[src/rtl/hsk_pkg.sv]
// Shared types and op codes for the heap sort by key unit.
package hsk_pkg;

    localparam int KEY_W = 32;
    localparam int TAG_W = 16;

    typedef struct packed {
        logic [KEY_W-1:0] key;
        logic [TAG_W-1:0] tag;
        logic             last;
    } t_in_rec;

    typedef struct packed {
        logic [KEY_W-1:0] key_res;
        logic [TAG_W-1:0] tag_res;
        logic             last_res;
        logic             overflow;
    } t_out_rec;

    // Datapath operations issued by the controller, one per cycle
    typedef enum logic [3:0] {
        OP_NONE,
        OP_LOAD,
        OP_BLD_INIT,
        OP_BLD_RD,
        OP_BLD_LD,
        OP_SIFT_RD,
        OP_SIFT_CMP,
        OP_EXT_INIT,
        OP_EXT_RD,
        OP_EXT_SWAP,
        OP_EMIT_INIT,
        OP_EMIT_RD,
        OP_EMIT_LD,
        OP_EMIT_NEXT,
        OP_CLEAR
    } t_dp_op;

    // Datapath status back to the controller
    typedef struct packed {
        logic iter_zero;
        logic iter_le1;
        logic sift_done;
        logic out_last;
    } t_dp_stat;

endpackage

[src/rtl/hsk_ctrl.sv]
// Controller: sequences load, heap build, extraction and emission.
module hsk_ctrl
    import hsk_pkg::*;
(
    input  logic     i_clk,
    input  logic     i_rst_n,
    input  logic     i_in_valid,
    input  logic     i_in_last,
    input  logic     i_out_ready,
    input  t_dp_stat i_stat,
    output t_dp_op   o_op,
    output logic     o_in_ready,
    output logic     o_out_valid
);

    typedef enum logic [3:0] {
        S_LOAD,
        S_BLD_INIT,
        S_BLD_CHK,
        S_BLD_RD,
        S_BLD_LD,
        S_SIFT_RD,
        S_SIFT_CMP,
        S_EXT_CHK,
        S_EXT_RD,
        S_EXT_SWAP,
        S_EMIT_RD,
        S_EMIT_LD,
        S_EMIT_WAIT
    } t_state;

    t_state r_state, n_state;
    logic   r_extract, n_extract;
    logic   r_in_ready, n_in_ready;
    logic   r_out_valid, n_out_valid;

    // Next state and datapath operation
    always_comb begin
        n_state   = r_state;
        n_extract = r_extract;
        o_op      = OP_NONE;
        case (r_state)
            S_LOAD: begin
                if (i_in_valid && r_in_ready) begin
                    o_op = OP_LOAD;
                    if (i_in_last) begin
                        n_state = S_BLD_INIT;
                    end
                end
            end
            S_BLD_INIT: begin
                o_op      = OP_BLD_INIT;
                n_extract = 1'b0;
                n_state   = S_BLD_CHK;
            end
            S_BLD_CHK: begin
                if (i_stat.iter_zero) begin
                    o_op      = OP_EXT_INIT;
                    n_extract = 1'b1;
                    n_state   = S_EXT_CHK;
                end else begin
                    n_state = S_BLD_RD;
                end
            end
            S_BLD_RD: begin
                o_op    = OP_BLD_RD;
                n_state = S_BLD_LD;
            end
            S_BLD_LD: begin
                o_op    = OP_BLD_LD;
                n_state = S_SIFT_RD;
            end
            S_SIFT_RD: begin
                o_op    = OP_SIFT_RD;
                n_state = S_SIFT_CMP;
            end
            S_SIFT_CMP: begin
                o_op = OP_SIFT_CMP;
                if (i_stat.sift_done) begin
                    n_state = r_extract ? S_EXT_CHK : S_BLD_CHK;
                end else begin
                    n_state = S_SIFT_RD;
                end
            end
            S_EXT_CHK: begin
                if (i_stat.iter_le1) begin
                    o_op    = OP_EMIT_INIT;
                    n_state = S_EMIT_RD;
                end else begin
                    n_state = S_EXT_RD;
                end
            end
            S_EXT_RD: begin
                o_op    = OP_EXT_RD;
                n_state = S_EXT_SWAP;
            end
            S_EXT_SWAP: begin
                o_op    = OP_EXT_SWAP;
                n_state = S_SIFT_RD;
            end
            S_EMIT_RD: begin
                o_op    = OP_EMIT_RD;
                n_state = S_EMIT_LD;
            end
            S_EMIT_LD: begin
                o_op    = OP_EMIT_LD;
                n_state = S_EMIT_WAIT;
            end
            S_EMIT_WAIT: begin
                if (r_out_valid && i_out_ready) begin
                    if (i_stat.out_last) begin
                        o_op    = OP_CLEAR;
                        n_state = S_LOAD;
                    end else begin
                        o_op    = OP_EMIT_NEXT;
                        n_state = S_EMIT_RD;
                    end
                end
            end
            default: begin
                n_state = S_LOAD;
            end
        endcase
        n_in_ready  = n_state == S_LOAD;
        n_out_valid = n_state == S_EMIT_WAIT;
    end

    // Hold state and registered handshake outputs
    always_ff @(posedge i_clk) begin
        if (!i_rst_n) begin
            r_state     <= S_LOAD;
            r_extract   <= 1'b0;
            r_in_ready  <= 1'b1;
            r_out_valid <= 1'b0;
        end else begin
            r_state     <= n_state;
            r_extract   <= n_extract;
            r_in_ready  <= n_in_ready;
            r_out_valid <= n_out_valid;
        end
    end

    assign o_in_ready  = r_in_ready;
    assign o_out_valid = r_out_valid;

    a_one_side: assert property (@(posedge i_clk) disable iff (!i_rst_n)
        !(r_in_ready && r_out_valid))
        else $error("input and output channels active together");

    a_back_to_load: assert property (@(posedge i_clk) disable iff (!i_rst_n)
        (r_out_valid && i_out_ready && i_stat.out_last) |=> r_in_ready)
        else $error("no return to loading after the final transfer");

    a_hold_valid: assert property (@(posedge i_clk) disable iff (!i_rst_n)
        (r_out_valid && !i_out_ready) |=> r_out_valid)
        else $error("output valid dropped before the transfer");

endmodule

[config.mk]
export PLATFORM = sky130hd
export DESIGN_NAME = hsk_ctrl
export DESIGN_NICKNAME = d
export VERILOG_FILES = /design/src/rtl/hsk_pkg.sv /design/src/rtl/hsk_ctrl.sv
export SDC_FILE = /design/constraint.sdc
export NUM_CORES = 1
export LEC_CHECK = 0
export ABC_AREA = 0
export BUFFER_PORTS_ARGS = -buffer_cell sky130_fd_sc_hd__buf_2
export CAP_MARGIN = 20
export CORE_MARGIN = 2
export CORE_UTILIZATION = 45
export DETAILED_ROUTE_END_ITERATION = 8
export GPL_ROUTABILITY_DRIVEN = 0
export PLACE_DENSITY = 0.77
export SYNTH_ARGS = -nofsm -noshare
export SYNTH_HDL_FRONTEND = slang
export SYNTH_SLANG_ARGS = --single-unit
[constraint.sdc]
create_clock -name i_clk -period 2.13 [get_ports i_clk]
set_input_delay 0.426 -clock i_clk [delete_from_list [all_inputs] [get_ports i_clk]]
set_output_delay 0.426 -clock i_clk [all_outputs]
set_load 0.01 [all_outputs]
==> out/qor.yml <==
floorplan:
  dieArea_um2: 1620
  start_util_pct: 46.7
  floorplan.io_pins: 15
  die-height_um: 40.3
  row_count: 13
  die_x_um: 40.3
  core_um2: 1270
drt:
  wire_per_inst_um: 12.9
  routedLengthMet1_um: 589
  wl_um: 1280
  dr_wl_met2_um: 618
  first_pass_iters: 4
  ant_nets: 0
  drt_iter0_markers: 14
  viasPerCell: 5.95
  drc: 0
  met3_length_um: 63
  top_layer: "met4"
  vias: 589
grt:
  grt-ovfl-total: 0
  grt_pass1_wl_um: 1990
  antenna_found_initial: 0
  grt_use_total_pct: 18.4
  grt_pass1_vias: 482
  grt_max_degree: 19
sta:
  clock.fmax_ghz: 0.501
  relSlewSlack_pct: 78.6
  whs_ns: 0.381
  min_period_ns: 2.00
  fin_ws_ns: 0.133
  rsz0062_at_grt: "false"
  slew_violations: 0
  fin_skew_ns: 0.00202
  setup_viol: 0
  tightestPinTransition_ns: 0.321
  period_share_pct: 93.8
  setup_tns_ns: 0
  hold_violations: 0
clock_network:
  cts.sinks: 7
  cts_tree: "built"
  cts.htree.levels: 1
  clkLatencyLatePin_ns: 0.24
  cts_buffers: 3
  root_buffer: "clkbuf_4"
  cts_buffer_depth: 2
  path_clk_slew_ns: 0.05
  cts_hold_buf: 0
power:
  powerDensity_nw_per_um2: 1250
  p_sw_uw: 355
  p_int_uw: 493
  combPwrFrac_pct: 54.8
  leakagePower_uw: 0.000294
  switching_share_pct: 41.9
  pwr-share-seq_pct: 31.9
  vdd_drop_max_uv: 591
  p_clk_share_pct: 13.3
critical_path:
  cpLargestDelayFamily: "flip-flops"
  max_stage_delay_ns: 0.46
  worst_setup_path_start_kind: "flip-flop"
  cp.arrival_ns: 1.57
  required_ns: 1.70
  critPathSlowestCell: "dfxtp_2"
  crit_buf_inv: 2
  path_class: "reg -> out"
  path_cells: "and4bb_1 -> nand3_1 -> inv_1 -> a211o_1 -> buf_2"
  critPathCaptureType: "output pin"
  path_max_fanout: 14
finish:
  nNetsFinal: 94
  fin_area_um2: 677
  register_area_um2: 145
  fillers: 127
  finalNonFillerCells: 99
  drive_gt1_share_pct: 32.1
  area_growth_pct: 14.1
  multi_input_area_um2: 394
  diodes: 0
synthesis:
  synth_seq_cells: 7
  synth_area_um2: 593
  synthArstFlopShare_pct: 0
  ys_types: 41
  synth_top_cells_by_area: "dfxtp_1, and4bb_1, buf_2"
  syn-num-nets: 81
  synth_top_cell_by_area: "dfxtp_1"
  synth_warnings: 0
  seq_area_frac_synth_pct: 23.6
  yosys-top-cells-count: "dfxtp_1, buf_2, a21oi_1, nand2_1, nor2_1"
  ys.flop_type: "dfxtp_1"
  synth_top_area_share_pct: 23.6
  yosys.cell_count.top_type: "dfxtp_1"
  synth-edff-count: 0
  synth_cells: 72
  synth.avg_cell_area_um2: 8.24
place:
  hpwlAfterDp_um: 948
  dpl_cell_area_um2: 646
  placed_cells: 95
  portBuffers: 14
  place_ws_ns: 0.238
flow_run:
  drv_cap: 0
run_status:
  status: "completed"
min_path:
  hp-class: "in -> reg"
-- power by group through the flow --
stage          logic (µW)  clock network (µW)  registers, µW
4_1_cts               465                 119            266
2_1_floorplan         430                   0            200
6_report              464                 113            270
5_1_grt               513                 124            285
3_3_place_gp          456                   0            264
3_5_place_dp          463                   0            266
-- routing by layer --
metal  GRT usage, %  up-vias
met5              0        -
met4           10.0        0
met3           1.67        2
met2           30.6       15
met1           23.3      275
li1               -      297
-- what timing repair did --
| item | in CTS | in global routing |
|---|---|---|
| gates cloned | 0 | 0 |
| gates resized for setup | 1 | 3 |
| buffers inserted | 0 | 0 |
| endpoints found under the setup margin | 1 | 3 |
| hold endpoints to repair | 0 | 0 |
-- kinds of logic (layout without fill, tap and decap cells) --
logic type,after synthesis,after routing,share of synthesized area [%]
xor+xnor,1,1,1.48
simple gates,24,24,25.9
mux,2,2,3.59
compound gates,27,27,35.4
buf+inv,11,23,9.91
flops,7,7,23.6
-- flip-flops by register name, summed over array words and instances, names as in the netlist --
name and flops:
o_in_ready 1, o_out_valid 1, r_extract 1, r_state 4
-- area by class of cell --
type,count,area share [%]
multi-input combinational,54,58.2
sequential,7,21.4
timing repair buffer,15,11.5
clock buffer,4,3.88
tap,15,2.77
inverter,4,2.22
-- placed cells by master, fill, tap and decap left out, types with 2 or more instances in the layout --
cell,count
o21ai_1,2
nor3b_1,2
dfxtp_2,4
inv_1,3
and4bb_1,2
buf_2,14
dfxtp_1,3
nand2_1,4
o21ai_0,2
a311o_1,2
and2_1,2
a21oi_1,4
clkbuf_4,3
o21a_1,2
nand3_1,2
nand2b_1,3
nor2_1,4
-- metrics by stage --
step	total power (µW)	utilization, %
floorplan	630	-
global placement	720	50.9
detailed placement	729	50.9
CTS	850	53.1
global route	922	53.4
finish	847	53.4
-- final timing paths --
| path | cells past startpoint | startpoint | slack (ns) | endpoint |
|---|---|---|---|---|
| worst max-delay path | 5 | r_state[0] | 0.13 | o_op[1] |
| worst min-delay path | 2 | i_rst_n | 0.38 | o_in_ready |
| worst max register to register | 5 | r_state[1] | 0.61 | o_out_valid |
| worst min register to register | 3 | r_extract | 0.59 | r_extract |
(Power assumes the default switching activity.)
